$ cat src/sv/adm_pkg.sv
// shared types and constants for the altitude drift monitor
package adm_pkg;

  localparam int WINDOW   = 15;
  localparam int SAMPLE_W = 24;
  localparam int THR_W    = 23;
  localparam int SUM_W    = 28;
  localparam int MAG_W    = SUM_W - 1;
  localparam int CNT_W    = 4;
  localparam int DRIFT_W  = 24;

  // reciprocal for exact floor division of a MAG_W-bit magnitude by WINDOW
  localparam int RECIP_SHIFT = MAG_W + CNT_W;
  localparam int RECIP_W     = 32;
  localparam int PROD_W      = MAG_W + RECIP_W;
  localparam logic [RECIP_W-1:0] RECIP =
    RECIP_W'(((64'd1 << RECIP_SHIFT) + 64'(WINDOW) - 64'd1) / 64'(WINDOW));

  localparam logic [CNT_W-1:0] LAST_CNT  = CNT_W'(WINDOW - 1);
  localparam logic [THR_W-1:0] THR_RESET = THR_W'(320);

  typedef enum logic [1:0] {
    PH_FIRST = 2'd0,
    PH_REF   = 2'd1,
    PH_MON   = 2'd2
  } phase_t;

  typedef struct packed {
    logic drift_exceeded;
    logic batch_complete;
    logic reference_ready;
  } adm_result_t;

endpackage

$ cat src/sv/adm_core.sv
// reference averaging and per-batch drift tracking, one sample per step
module adm_core
  import adm_pkg::*;
(
  input  logic                       clk,
  input  logic                       rst_n,
  input  logic                       step,
  input  logic signed [SAMPLE_W-1:0] sample,
  input  logic        [THR_W-1:0]    threshold,
  output adm_result_t                result
);

  phase_t                    phase_r, phase_nxt;
  logic        [CNT_W-1:0]   cnt_r, cnt_nxt;
  logic signed [SUM_W-1:0]   sum_r, sum_nxt;
  logic signed [SAMPLE_W-1:0] ref_r, ref_nxt;
  logic        [DRIFT_W-1:0] max_r, max_nxt;

  logic signed [SUM_W-1:0]   sum_add;
  logic                      sum_neg;
  logic        [SUM_W-1:0]   sum_abs;
  logic        [PROD_W-1:0]  prod;
  logic        [SAMPLE_W-1:0] quo;
  logic signed [SAMPLE_W:0]  dev;
  logic        [SAMPLE_W:0]  dev_abs;
  logic        [DRIFT_W-1:0] dev_sat;
  logic        [DRIFT_W-1:0] max_upd;
  logic                      last;

  // running sum and its mean, truncated toward zero
  assign sum_add = sum_r + SUM_W'(sample);
  assign sum_neg = sum_add[SUM_W-1];
  assign sum_abs = sum_neg ? (-sum_add) : sum_add;
  assign prod    = PROD_W'(sum_abs[MAG_W-1:0]) * PROD_W'(RECIP);
  assign quo     = SAMPLE_W'(prod >> RECIP_SHIFT);

  // absolute deviation, saturated to the drift register
  assign dev     = (SAMPLE_W+1)'(sample) - (SAMPLE_W+1)'(ref_r);
  assign dev_abs = dev[SAMPLE_W] ? (-dev) : dev;
  assign dev_sat = dev_abs[SAMPLE_W] ? {DRIFT_W{1'b1}} : dev_abs[DRIFT_W-1:0];
  assign max_upd = (dev_sat > max_r) ? dev_sat : max_r;

  assign last = (cnt_r >= LAST_CNT);

  always_comb begin
    phase_nxt = phase_r;
    cnt_nxt   = cnt_r;
    sum_nxt   = sum_r;
    ref_nxt   = ref_r;
    max_nxt   = max_r;
    result    = '0;
    case (phase_r)
      PH_FIRST: begin
        phase_nxt = PH_REF;
        cnt_nxt   = '0;
        sum_nxt   = '0;
      end
      PH_REF: begin
        sum_nxt = sum_add;
        cnt_nxt = cnt_r + 1'b1;
        if (last) begin
          ref_nxt   = sum_neg ? (-quo) : quo;
          phase_nxt = PH_MON;
          cnt_nxt   = '0;
          max_nxt   = '0;
          result.batch_complete  = 1'b1;
          result.reference_ready = 1'b1;
        end
      end
      default: begin
        // monitoring, also taken by the unused phase code
        max_nxt = max_upd;
        cnt_nxt = cnt_r + 1'b1;
        result.reference_ready = 1'b1;
        if (last) begin
          result.drift_exceeded = (max_upd > DRIFT_W'(threshold));
          result.batch_complete = 1'b1;
          max_nxt = '0;
          cnt_nxt = '0;
        end
      end
    endcase
  end

  always_ff @(posedge clk) begin
    if (!rst_n) begin
      phase_r <= PH_FIRST;
      cnt_r   <= '0;
      sum_r   <= '0;
      ref_r   <= '0;
      max_r   <= '0;
    end else if (step) begin
      phase_r <= phase_nxt;
      cnt_r   <= cnt_nxt;
      sum_r   <= sum_nxt;
      ref_r   <= ref_nxt;
      max_r   <= max_nxt;
    end
  end

endmodule

$ cat src/sv/altitude_drift_monitor_top.sv
// top level of the altitude drift monitor: handshake, registers and config
//
//  channel | ports                                   | dir  | beat
//  --------+-----------------------------------------+------+------------------------
//  in      | in_valid, in_stall, in_altitude_sample  | in   | valid && !stall
//  out     | out_valid, out_stall, out_drift_exceeded,| out  | valid && !stall
//          | out_batch_complete, out_reference_ready  |      |
//  cfg     | cfg_wr_en, cfg_wr_data                  | in   | wr_en
//
// one beat per cycle sustained while out_stall is low; each sample passes the input
// register, then the result register, and gives one result per sample
// the path into the reference register is the add, reciprocal multiply and negate
// synchronous active-low reset clears all but the payload; threshold resets to 320
// out_stall backs up through the input register; the input side keeps
// taking beats while the result register is free or draining
module altitude_drift_monitor_top
  import adm_pkg::*;
(
  input  logic                       clk,
  input  logic                       rst_n,
  input  logic                       in_valid,
  output logic                       in_stall,
  input  logic signed [SAMPLE_W-1:0] in_altitude_sample,
  output logic                       out_valid,
  input  logic                       out_stall,
  output logic                       out_drift_exceeded,
  output logic                       out_batch_complete,
  output logic                       out_reference_ready,
  input  logic                       cfg_wr_en,
  input  logic        [THR_W-1:0]    cfg_wr_data
);

  // threshold register
  logic [THR_W-1:0] thr_r;

  // input register
  logic                       in_vld_r;
  logic signed [SAMPLE_W-1:0] in_smp_r;

  // result register
  logic        out_vld_r;
  adm_result_t res_r;
  adm_result_t res_nxt;

  logic advance;
  logic in_beat;

  // move the held sample forward when the result slot is empty or emptying
  assign advance  = in_vld_r && (!out_vld_r || !out_stall);
  assign in_stall = in_vld_r && !advance;
  assign in_beat  = in_valid && !in_stall;

  always_ff @(posedge clk) begin
    if (!rst_n) begin
      thr_r <= THR_RESET;
    end else if (cfg_wr_en) begin
      thr_r <= cfg_wr_data;
    end
  end

  always_ff @(posedge clk) begin
    if (!rst_n) begin
      in_vld_r <= 1'b0;
    end else if (in_beat) begin
      in_vld_r <= 1'b1;
    end else if (advance) begin
      in_vld_r <= 1'b0;
    end
  end

  // payload only, no reset
  always_ff @(posedge clk) begin
    if (in_beat) begin
      in_smp_r <= in_altitude_sample;
    end
  end

  adm_core u_core (
    .clk       (clk),
    .rst_n     (rst_n),
    .step      (advance),
    .sample    (in_smp_r),
    .threshold (thr_r),
    .result    (res_nxt)
  );

  always_ff @(posedge clk) begin
    if (!rst_n) begin
      out_vld_r <= 1'b0;
    end else if (advance) begin
      out_vld_r <= 1'b1;
    end else if (!out_stall) begin
      out_vld_r <= 1'b0;
    end
  end

  always_ff @(posedge clk) begin
    if (advance) begin
      res_r <= res_nxt;
    end
  end

  assign out_valid           = out_vld_r;
  assign out_drift_exceeded  = res_r.drift_exceeded;
  assign out_batch_complete  = res_r.batch_complete;
  assign out_reference_ready = res_r.reference_ready;

`ifndef ASSERT_OFF
  // the block only holds off the input while it has a sample waiting
  a_stall_only_when_full: assert property (@(posedge clk) disable iff (!rst_n)
    in_stall |-> in_vld_r)
    else $error("input stalled with empty input register");

  // a sample moved forward always shows up as a result
  a_advance_gives_result: assert property (@(posedge clk) disable iff (!rst_n)
    advance |=> out_valid)
    else $error("advanced sample produced no result");

  // drift can only be flagged at the end of a batch
  a_drift_at_batch_end: assert property (@(posedge clk) disable iff (!rst_n)
    (out_valid && out_drift_exceeded) |-> out_batch_complete)
    else $error("drift flag without batch end");

  // every completed batch comes after the reference is set
  a_batch_needs_ref: assert property (@(posedge clk) disable iff (!rst_n)
    (out_valid && out_batch_complete) |-> out_reference_ready)
    else $error("batch complete before reference ready");
`endif

endmodule
$ cat config.mk
export PLATFORM = sky130hd
export DESIGN_NAME = altitude_drift_monitor_top
export DESIGN_NICKNAME = d
export VERILOG_FILES = /design/src/sv/adm_pkg.sv /design/src/sv/adm_core.sv /design/src/sv/altitude_drift_monitor_top.sv
export SDC_FILE = /design/constraint.sdc
export NUM_CORES = 1
export LEC_CHECK = 0
export ABC_AREA = 1
export BUFFER_PORTS_ARGS = -buffer_cell sky130_fd_sc_hd__buf_2
export CORE_MARGIN = 3
export CORE_UTILIZATION = 58
export CTS_BUF_LIST = sky130_fd_sc_hd__clkbuf_16
export DETAILED_ROUTE_END_ITERATION = 6
export PLACE_DENSITY = 0.85
export SLEW_MARGIN = 20
export SYNTH_ARGS = -nofsm -noshare
export SYNTH_HDL_FRONTEND = slang
export SYNTH_SLANG_ARGS = --single-unit
$ cat constraint.sdc
create_clock -name clk -period 12.2 [get_ports clk]
set_input_delay 1.83 -clock clk [delete_from_list [all_inputs] [get_ports clk]]
set_output_delay 1.83 -clock clk [all_outputs]
set_load 0.03 [all_outputs]
# After elaboration in Yosys (flattened, before gate mapping)
# Cells that the tools add are included.
# word_totals
reg_bits,134
in_bits,52
out_inout_bits,5
# classes
add_sub_neg,6
n_mul,1
n_lt_le_gt_ge,3
eq_ne,3
muxes,20
bitwise,2
n_reduce_logical,16
# ops
cell,count
24-bit two-way mux,5
28-bit one-hot mux with 2 select lines,1
27-bit by 28-bit multiplier with 55-bit output (second input constant),1
24-bit one-hot mux with 2 select lines,1
28-bit by 24-bit adder with 28-bit output,1
27-bit two-way mux,1
27-bit negation,1
25-bit two-way mux,1
25-bit negation,1
24-bit by 24-bit subtractor with 25-bit output,1
24-bit by 23-bit greater-than comparator with 1-bit output,1
24-bit greater-than comparator,1
24-bit negation,1
3-bit AND reduction,3
4-bit two-way mux,2
2-bit one-hot mux with 2 select lines,2
1-bit two-way mux,5
4-bit by 1-bit adder with 4-bit output (second input constant),1
4-bit >= comparator (second input constant),1
1-bit logical NOT,4
2-bit two-way mux,2
2-bit by 1-bit != test with 1-bit output (second input constant),2
2-bit nonzero test,2
1-bit logical AND,3
6 further kinds,7

# Logic depth before layout (Yosys ltp)
# Gate-level depths: netlist of run 1.
# depth
ltp_word,8
mapped_depth,56
mapped_depth_nobuf,56

# Cells and area by module
# From an unflattened synthesis of run 1, not the netlist that was laid out.
# unflattened
cells_unflattened,2609
area_unflattened_um2,18420.2
# by_module_without_submodules
module,n_inst,cells_each,area_each_um2,seq_area_each_um2
adm_core,1,2470,16736.1,1641.6
altitude_drift_monitor_top,1,139,1684.1,1311.3

# Least setup slack after synthesis of run 1
# Ideal clock, no wire load.
# synth_timing
path_type,reg-to-reg
from,register in_smp_r[1]
to,register u_core.ref_r[14]
setup_ns,0.129
arrival_time_ns,8.453
setup_slack_ns,3.618
stages_incl_launch_ff,47
path_buffers,0
synth_period_minus_slack_ns,8.582
path_cell_list,edfxtp_1 -> inv_1 -> fa_1 -> o221ai_1 -> nand3_1 -> nand2_1 -> nand2_1 -> nand2_1 -> inv_1 -> o21ai_0 -> xnor2_1 -> inv_1 -> nor3_1 -> nand4_1 -> nor3_1 -> nand3_1 -> o21ai_0 -> xor2_1 -> (+11 left out) -> nor2_1 -> inv_1 -> a21oi_1 -> o21ai_0 -> a221oi_1 -> nand2_1 -> xor2_1 -> inv_1 -> ha_1 -> inv_1 -> nor2_1 -> nand4_1 -> nand2_1 -> nand3_2 -> nor2_2 -> nand2_1 -> nand3_1 -> o21ai_0
# synth_via
elab_chain_cells,6
# synth_rtl
item,line,rtl
start: declaration,altitude_drift_monitor_top.sv:38,logic signed [SAMPLE_W-1:0] in_smp_r;
start signal: assignment,altitude_drift_monitor_top.sv:74,in_smp_r <= in_altitude_sample;
28-bit by 24-bit adder with 28-bit output *,adm_core.sv:31,assign sum_add = sum_r + SUM_W'(sample);
27-bit negation,adm_core.sv:33,assign sum_abs = sum_neg ? (-sum_add) : sum_add;
27-bit two-way mux,adm_core.sv:33,
27-bit by 28-bit multiplier with 55-bit output,adm_core.sv:34,assign prod = PROD_W'(sum_abs[MAG_W-1:0]) * PROD_W'(RECIP);
24-bit negation,adm_core.sv:62,ref_nxt = sum_neg ? (-quo) : quo;
24-bit two-way mux *,adm_core.sv:62,
end signal: assignment,adm_core.sv:96,ref_r <= ref_nxt;
end: declaration,adm_core.sv:16,"logic signed [SAMPLE_W-1:0] ref_r, ref_nxt;"
# Every way passes the cells marked *; elsewhere a longest branch is shown, timed or not.
# A chain may end at the register's enable or synchronous reset.

# Worst setup path after layout of run 1
# layout_timing
from,register in_smp_r[1]
to,register u_core.ref_r[23]
# Same word-level chain as after synthesis.

==> flow_metrics.tcl, run 1 <==
set metrics [dict create \
    finalSetupViolations 0 \
    synth_cell_types 68 \
    fin_skew_ns 0.01685 \
    synth_top_cell_area_share_pct 19.31 \
    cts_max_path_buffers 2 \
    synthesis.nets 2989 \
    place_area_um2 18750 \
    gp_congestion 0.9888 \
    synth_edf_count 27 \
    synth_seq_area_share_pct 16.34 \
    rows 64 \
    htreeDepth 4 \
    cp_slowest_cell "a2111oi_0" \
    grt_pass1_wl_um 87900 \
    overflow 0 \
    vias 17160 \
    ios 57 \
    arrival_ns 10.55 \
    grt_pass1_vias 16750 \
    path_max_fanout 4 \
    max-cap-violations 0 \
    grtUsageTotal_pct 33.16 \
    cts_tree "done" \
    crit_path_frequent_cell "nand2_1" \
    slew_headroom_pct 25.51 \
    synth_warnings 0 \
    ant_nets 0 \
    finalHoldViolCount 0 \
    areaGrowthSynthToFinish_pct 6.707 \
    die_w_um 182.5 \
    antenna_cells 0 \
    synth_area_um2 18070 \
    final_area_um2 19290 \
    yosysTopAreaCell "ha_1" \
    status "completed" \
    slowest_delay_ns 0.64 \
    netlist_top_cells_area "ha_1 (19%), dfxtp_1 (12%), nand2_1 (11%)" \
    syn_avg_cell_area_um2 7.055 \
    drc_errors 0 \
    worstPathRequired_ns 12.54 \
    dr.pass1.iters 6 \
    final.period_utilization_pct 83.72 \
    hold_class "flop to flop" \
    wire_per_inst_um 18.22 \
    drive_above_1_share_pct 6.641 \
    viasPerCell 5.691 \
    grt_max_degree 61 \
    port_buffers 56 \
    synthCells 2562 \
    drtIter0Drc 1539 \
    fill_cells 2768 \
    setup_tns_ns 0 \
    rsz0062_at_grt "false" \
    core_area_um2 30670 \
    ys_seq_elements 134 \
    clk_latency_ns 0.44 \
    start_kind "flop" \
    post_cts_buffers 0 \
    wirelength_um 54950 \
    fmax_ghz 0.09791 \
    ctsHoldBuffers 0 \
    nNetsFinal 3034 \
    async_flop_share_pct 0 \
    cts_buffers 17 \
    place_hpwl_um 46330 \
    worst_slew_pin_slew_ns 1.116 \
    worstSetupPathType "flop to flop" \
    ys.flop_type "dfxtp_1" \
    cts.sinks 134 \
    fin_crit_ns 10.21 \
    final_max_slew_viol_count 0 \
    die_y_um 182.5 \
    initial_core_util_pct 58.93 \
    post_cts_resized 0 \
    die_area_um2 33320 \
    clockRootBuffer "clkbuf_16" \
    cp-end-kind "flop" \
    grt_antenna_before_repair 0 \
    clkSlewWorstSetupHoldPaths_ns 0.07 \
]
[sequential cells by signal, summed over array words and instances (netlist names)]
signal / count
in_vld_r: 1
u_core.max_r: 24
out_reference_ready: 1
out_drift_exceeded: 1
out_batch_complete: 1
u_core.phase_r: 2
thr_r: 23
out_valid: 1
u_core.ref_r: 24
u_core.sum_r: 28
in_smp_r: 24
u_core.cnt_r: 4
[cells in the final DEF (no fill, tap or decap), drive strengths merged, types with 38 or more instances in the layout]
cell,n
fa,96
nand2,553
nor3,39
nand4,38
nor2,201
buf,63
nand3,109
xor2,76
a21oi,215
o21ai,125
inv,514
dfxtp,107
ha,279
[Yosys cell counts, drive strengths merged, types with 9 or more instances]
| master | number |
|---|---|
| a211oi | 9 |
| a21oi | 215 |
| a31oi | 20 |
| buf | 10 |
| clkbuf | 27 |
| dfxtp | 107 |
| edfxtp | 27 |
| fa | 96 |
| ha | 279 |
| inv | 506 |
| nand2 | 553 |
| nand3 | 109 |
| nand4 | 38 |
| nor2 | 201 |
| nor3 | 39 |
| nor4 | 11 |
| o21a | 12 |
| o21ai | 125 |
| or2 | 9 |
| xnor2 | 26 |
| xor2 | 76 |
[cell type report]
class,instances,area [um2],share of cell area [%]
tap,396,495.5,2.569
timing repair buffer,63,332.8,1.726
multi-input combinational,1884,13060,67.72
sequential,134,2953,15.31
inverter,507,1903,9.867
clock buffer,17,425.4,2.206
clock inverter,15,116.4,0.6033
[logic make-up after synthesis]
logic type | after synthesis | synth area share [%]
simple gates | 975 | 23.52
xor+xnor | 102 | 5.088
compound gates | 431 | 13.57
mux | 1 | 0.05538
buf+inv | 544 | 11.48
fa+ha+maj | 375 | 29.95
flops | 134 | 16.34
[routing by layer]
metal | global-route usage, % | routed length (um)
met1 | 45.88 | 24380
met2 | 52.23 | 24060
met3 | 5.143 | 4249
met4 | 12.77 | 2270
met5 | 0 | 0
[final timing paths]
check / from / to / slack (ns) / cells after the start
setup / recovery: in_smp_r[1] / u_core.ref_r[23] / 1.99 / 41
hold / removal: u_core.ref_r[18] / u_core.ref_r[18] / 0.46 / 2
setup reg to reg: in_smp_r[1] / u_core.ref_r[23] / 1.99 / 41
hold reg to reg: u_core.ref_r[18] / u_core.ref_r[18] / 0.46 / 2
[worst max-delay path, delay by kind of cell, from the launching register on]
kind	cells	cell delay (ns)
fa+ha+maj	8	3.85
buf+inv	4	0.30
flops	1	0.49
simple gates	19	2.47
compound gates	7	2.24
xor+xnor	3	0.78
[metrics by stage]
step	setup WS [ns]	hold WS (ns)	std cells	util (%)
4_1_cts	2.210	0.4553	3016	62.89
3_3_place_gp	2.529	0.4469	2984	61.12
5_1_grt	1.180	0.4731	3016	62.89
6_report	1.987	0.4579	3016	62.89
3_5_place_dp	2.289	0.4416	2984	61.12
2_1_floorplan	3.618	0.4261	2562	-
Power of run 1 is left out: the tool's default activity adds up to more than one toggle a clock period on the data nets, which glitch-free logic cannot reach.
==> run 2: changes to the inputs <==
--- a/config.mk
+++ b/config.mk
@@ -5,7 +5,7 @@
 export SDC_FILE = /design/constraint.sdc
 export NUM_CORES = 1
 export LEC_CHECK = 0
-export ABC_AREA = 1
+export ABC_AREA = 0
 export BUFFER_PORTS_ARGS = -buffer_cell sky130_fd_sc_hd__buf_2
 export CORE_MARGIN = 3
 export CORE_UTILIZATION = 58
==> constraint.sdc (replaced) <==
create_clock -name clk -period 10.4 [get_ports clk]
set_input_delay 1.56 -clock clk [delete_from_list [all_inputs] [get_ports clk]]
set_output_delay 1.56 -clock clk [all_outputs]
set_load 0.03 [all_outputs]
==> run 2 against run 1 <==
  * The flow now finishes with violations (negative setup slack)
  * Wire length is 3.6% higher
  * Synthesized area is 1.7% lower
  * Sequential cell count stayed put
  * Setup slack worse by 2.1 ns
  * Critical path type unchanged
  * Critical endpoint unchanged
  * Largest cell class unchanged
==> flow_metrics.tcl, run 2 <==
set metrics [dict create \
    yosysTopAreaCell "ha_1" \
    ios 57 \
    cts_buffers 17 \
    synthCells 2165 \
    rows 63 \
    die_area_um2 32780 \
    wire_per_inst_um 20.13 \
    die_y_um 181.1 \
    cts.sinks 134 \
    netlist_top_cells_area "ha_1 (20%), dfxtp_1 (12%), fa_1 (11%)" \
    synth_warnings 0 \
    synth_cell_types 94 \
    clkSlewWorstSetupHoldPaths_ns 0.07 \
    initial_core_util_pct 59.34 \
    drc_errors 0 \
    hold_path.startpoint "u_core.sum_r[0]" \
    status "finished, violations left" \
    worst_slew_pin_slew_ns 1.047 \
    grt_max_degree 74 \
    vias 17690 \
    ys_seq_elements 134 \
    port_buffers 56 \
    gp_congestion 0.9917 \
    wirelength_um 56910 \
    fmax_ghz 0.09479 \
    final_cell_mix "inv_1 (279), ha_1 (270), buf_4 (255), nor2_1 (193), nand2_1 (144)" \
    path_max_fanout 6 \
    viasPerCell 6.258 \
    hold_class "flop to flop" \
    synthesis.nets 2592 \
    nNetsFinal 2851 \
    yosysMostFrequentCell "inv_1" \
    drtIter0Drc 1647 \
    clk_latency_ns 0.44 \
    max_flop_register "u_core.sum_r" \
    syn_avg_cell_area_um2 8.210 \
    grt_pass1_vias 17250 \
    clockRootBuffer "clkbuf_16" \
    cts_tree "done" \
    synth_top_cell_area_share_pct 19.64 \
    ys.flop_type "dfxtp_1" \
    slew_headroom_pct 30.06 \
    worstSetupPathType "flop to flop" \
    synth_seq_area_share_pct 16.61 \
    ctsHoldBuffers 0 \
    place_hpwl_um 44950 \
    finalWorstSetupSlack_ns -0.1497 \
    synth_common_cells "inv_1 (280), ha_1 (279), nor2_1 (194)" \
    final.period_utilization_pct 101.4 \
    async_flop_share_pct 0 \
    violations "negative setup slack" \
    final_area_um2 21400 \
    finalSetupViolations 8 \
    utilization_pct 71.45 \
    arrival_ns 10.85 \
    largest_register_ffs 28 \
    fin_skew_ns 0.01194 \
    grt_antenna_before_repair 1 \
    final_max_slew_viol_count 0 \
    antenna_cells 0 \
    dr.pass1.iters 7 \
    drive_above_1_share_pct 19.41 \
    overflow 0 \
    core_area_um2 29950 \
    slowest_delay_ns 0.61 \
    areaGrowthSynthToFinish_pct 20.41 \
    hold_slack_ns 0.4702 \
    ant_nets 0 \
    max-cap-violations 0 \
    place_area_um2 20020 \
    htreeDepth 4 \
    rr_startpoint "in_smp_r[3]" \
    grt_pass1_wl_um 89000 \
    die_w_um 181.1 \
    cts_max_path_buffers 2 \
    rsz0062_at_grt "true" \
    mostFrequentLayoutCell "inv_1" \
    cp_slowest_cell "fa_2" \
    synth_area_um2 17770 \
    fin_crit_ns 10.55 \
    worstPathRequired_ns 10.70 \
    crit_start "in_smp_r[3]" \
    grtUsageTotal_pct 33.37 \
    cp-end-kind "flop" \
    finalHoldViolCount 0 \
    synth_edf_count 27 \
    start_kind "flop" \
]
[run 2: cell count changes in the layout (fill, tap and decap cells not counted), moves of 33 or more]
| cell | delta |
|---|---|
| nand2_1 | -383 |
| buf_4 | +248 |
| inv_1 | -223 |
| nand3_1 | -77 |
| a21oi_1 | -75 |
| a21o_1 | +48 |
| xnor2_1 | +38 |
| xor2_1 | -33 |
[run 2: path summary, 6_finish.rpt]
kind | endpoint | slack [ns] | depth (start not counted)
min reg2reg | u_core.sum_r[0] | 0.47 | 2
max reg2reg | u_core.ref_r[23] | -0.15 | 40
max | u_core.ref_r[23] | -0.15 | 40
min | u_core.sum_r[0] | 0.47 | 2
[run 2: worst max-delay path: cells and delay by family, from the launching register on]
kind	cells	cell delay [ns]
fa+ha+maj	8	3.54
buf+inv	7	0.95
mux	1	0.14
flops	1	0.45
simple gates	13	3.02
xor+xnor	2	0.32
compound gates	9	2.00
[run 2: cells by family after synthesis]
| family | count (synthesis) | synth area share (%) |
|---|---|---|
| DFF | 134 | 16.61 |
| AOI/OAI and AO/OA | 571 | 21.77 |
| xor gates and xnor gates | 114 | 5.660 |
| adders and majority gates | 375 | 30.45 |
| buffers and inverters | 357 | 7.588 |
| and+or+nand+nor | 579 | 15.87 |
| muxes | 35 | 2.041 |
[run 2: what timing repair did]
| item | 4_1_cts | 5_1_grt |
|---|---|---|
| endpoints found under the setup margin | 23 | 23 |
| pin swaps | 27 | 67 |
| setup buffers | 11 | 21 |
| endpoints found under the hold margin | 0 | 0 |
| resized for setup | 28 | 87 |
[run 2: stage by stage]
stage          worst slack [ns]  std cells  setup TNS (ns)
4_1_cts                0.003494       2807               0
3_5_place_dp            -0.7326       2764          -10.24
3_3_place_gp            -0.4403       2764          -4.779
5_1_grt                 -0.4968       2827          -5.892
6_report                -0.1497       2827         -0.6417
2_1_floorplan          0.007600       2165               0
[run 2: routing by layer]
layer | share of wire [%] | wire [um] | track usage [%]
met1 | 40 | 22570 | 41.60
met2 | 47 | 27000 | 56.97
met3 | 7.3 | 4154 | 5.174
met4 | 5.6 | 3168 | 15.36
met5 | 0.019 | 11 | 0
[run 2: area by class of cell]
| type | instances | area (um2) |
|---|---|---|
| sequential | 134 | 2953 |
| clock buffer | 18 | 450.4 |
| tap | 390 | 488.0 |
| timing repair buffer | 316 | 2260 |
| multi-input combinational | 1674 | 14050 |
| fill | 2226 | 8552 |
| clock inverter | 14 | 147.6 |
| inverter | 281 | 1055 |
Power of run 2 is left out for the same reason.
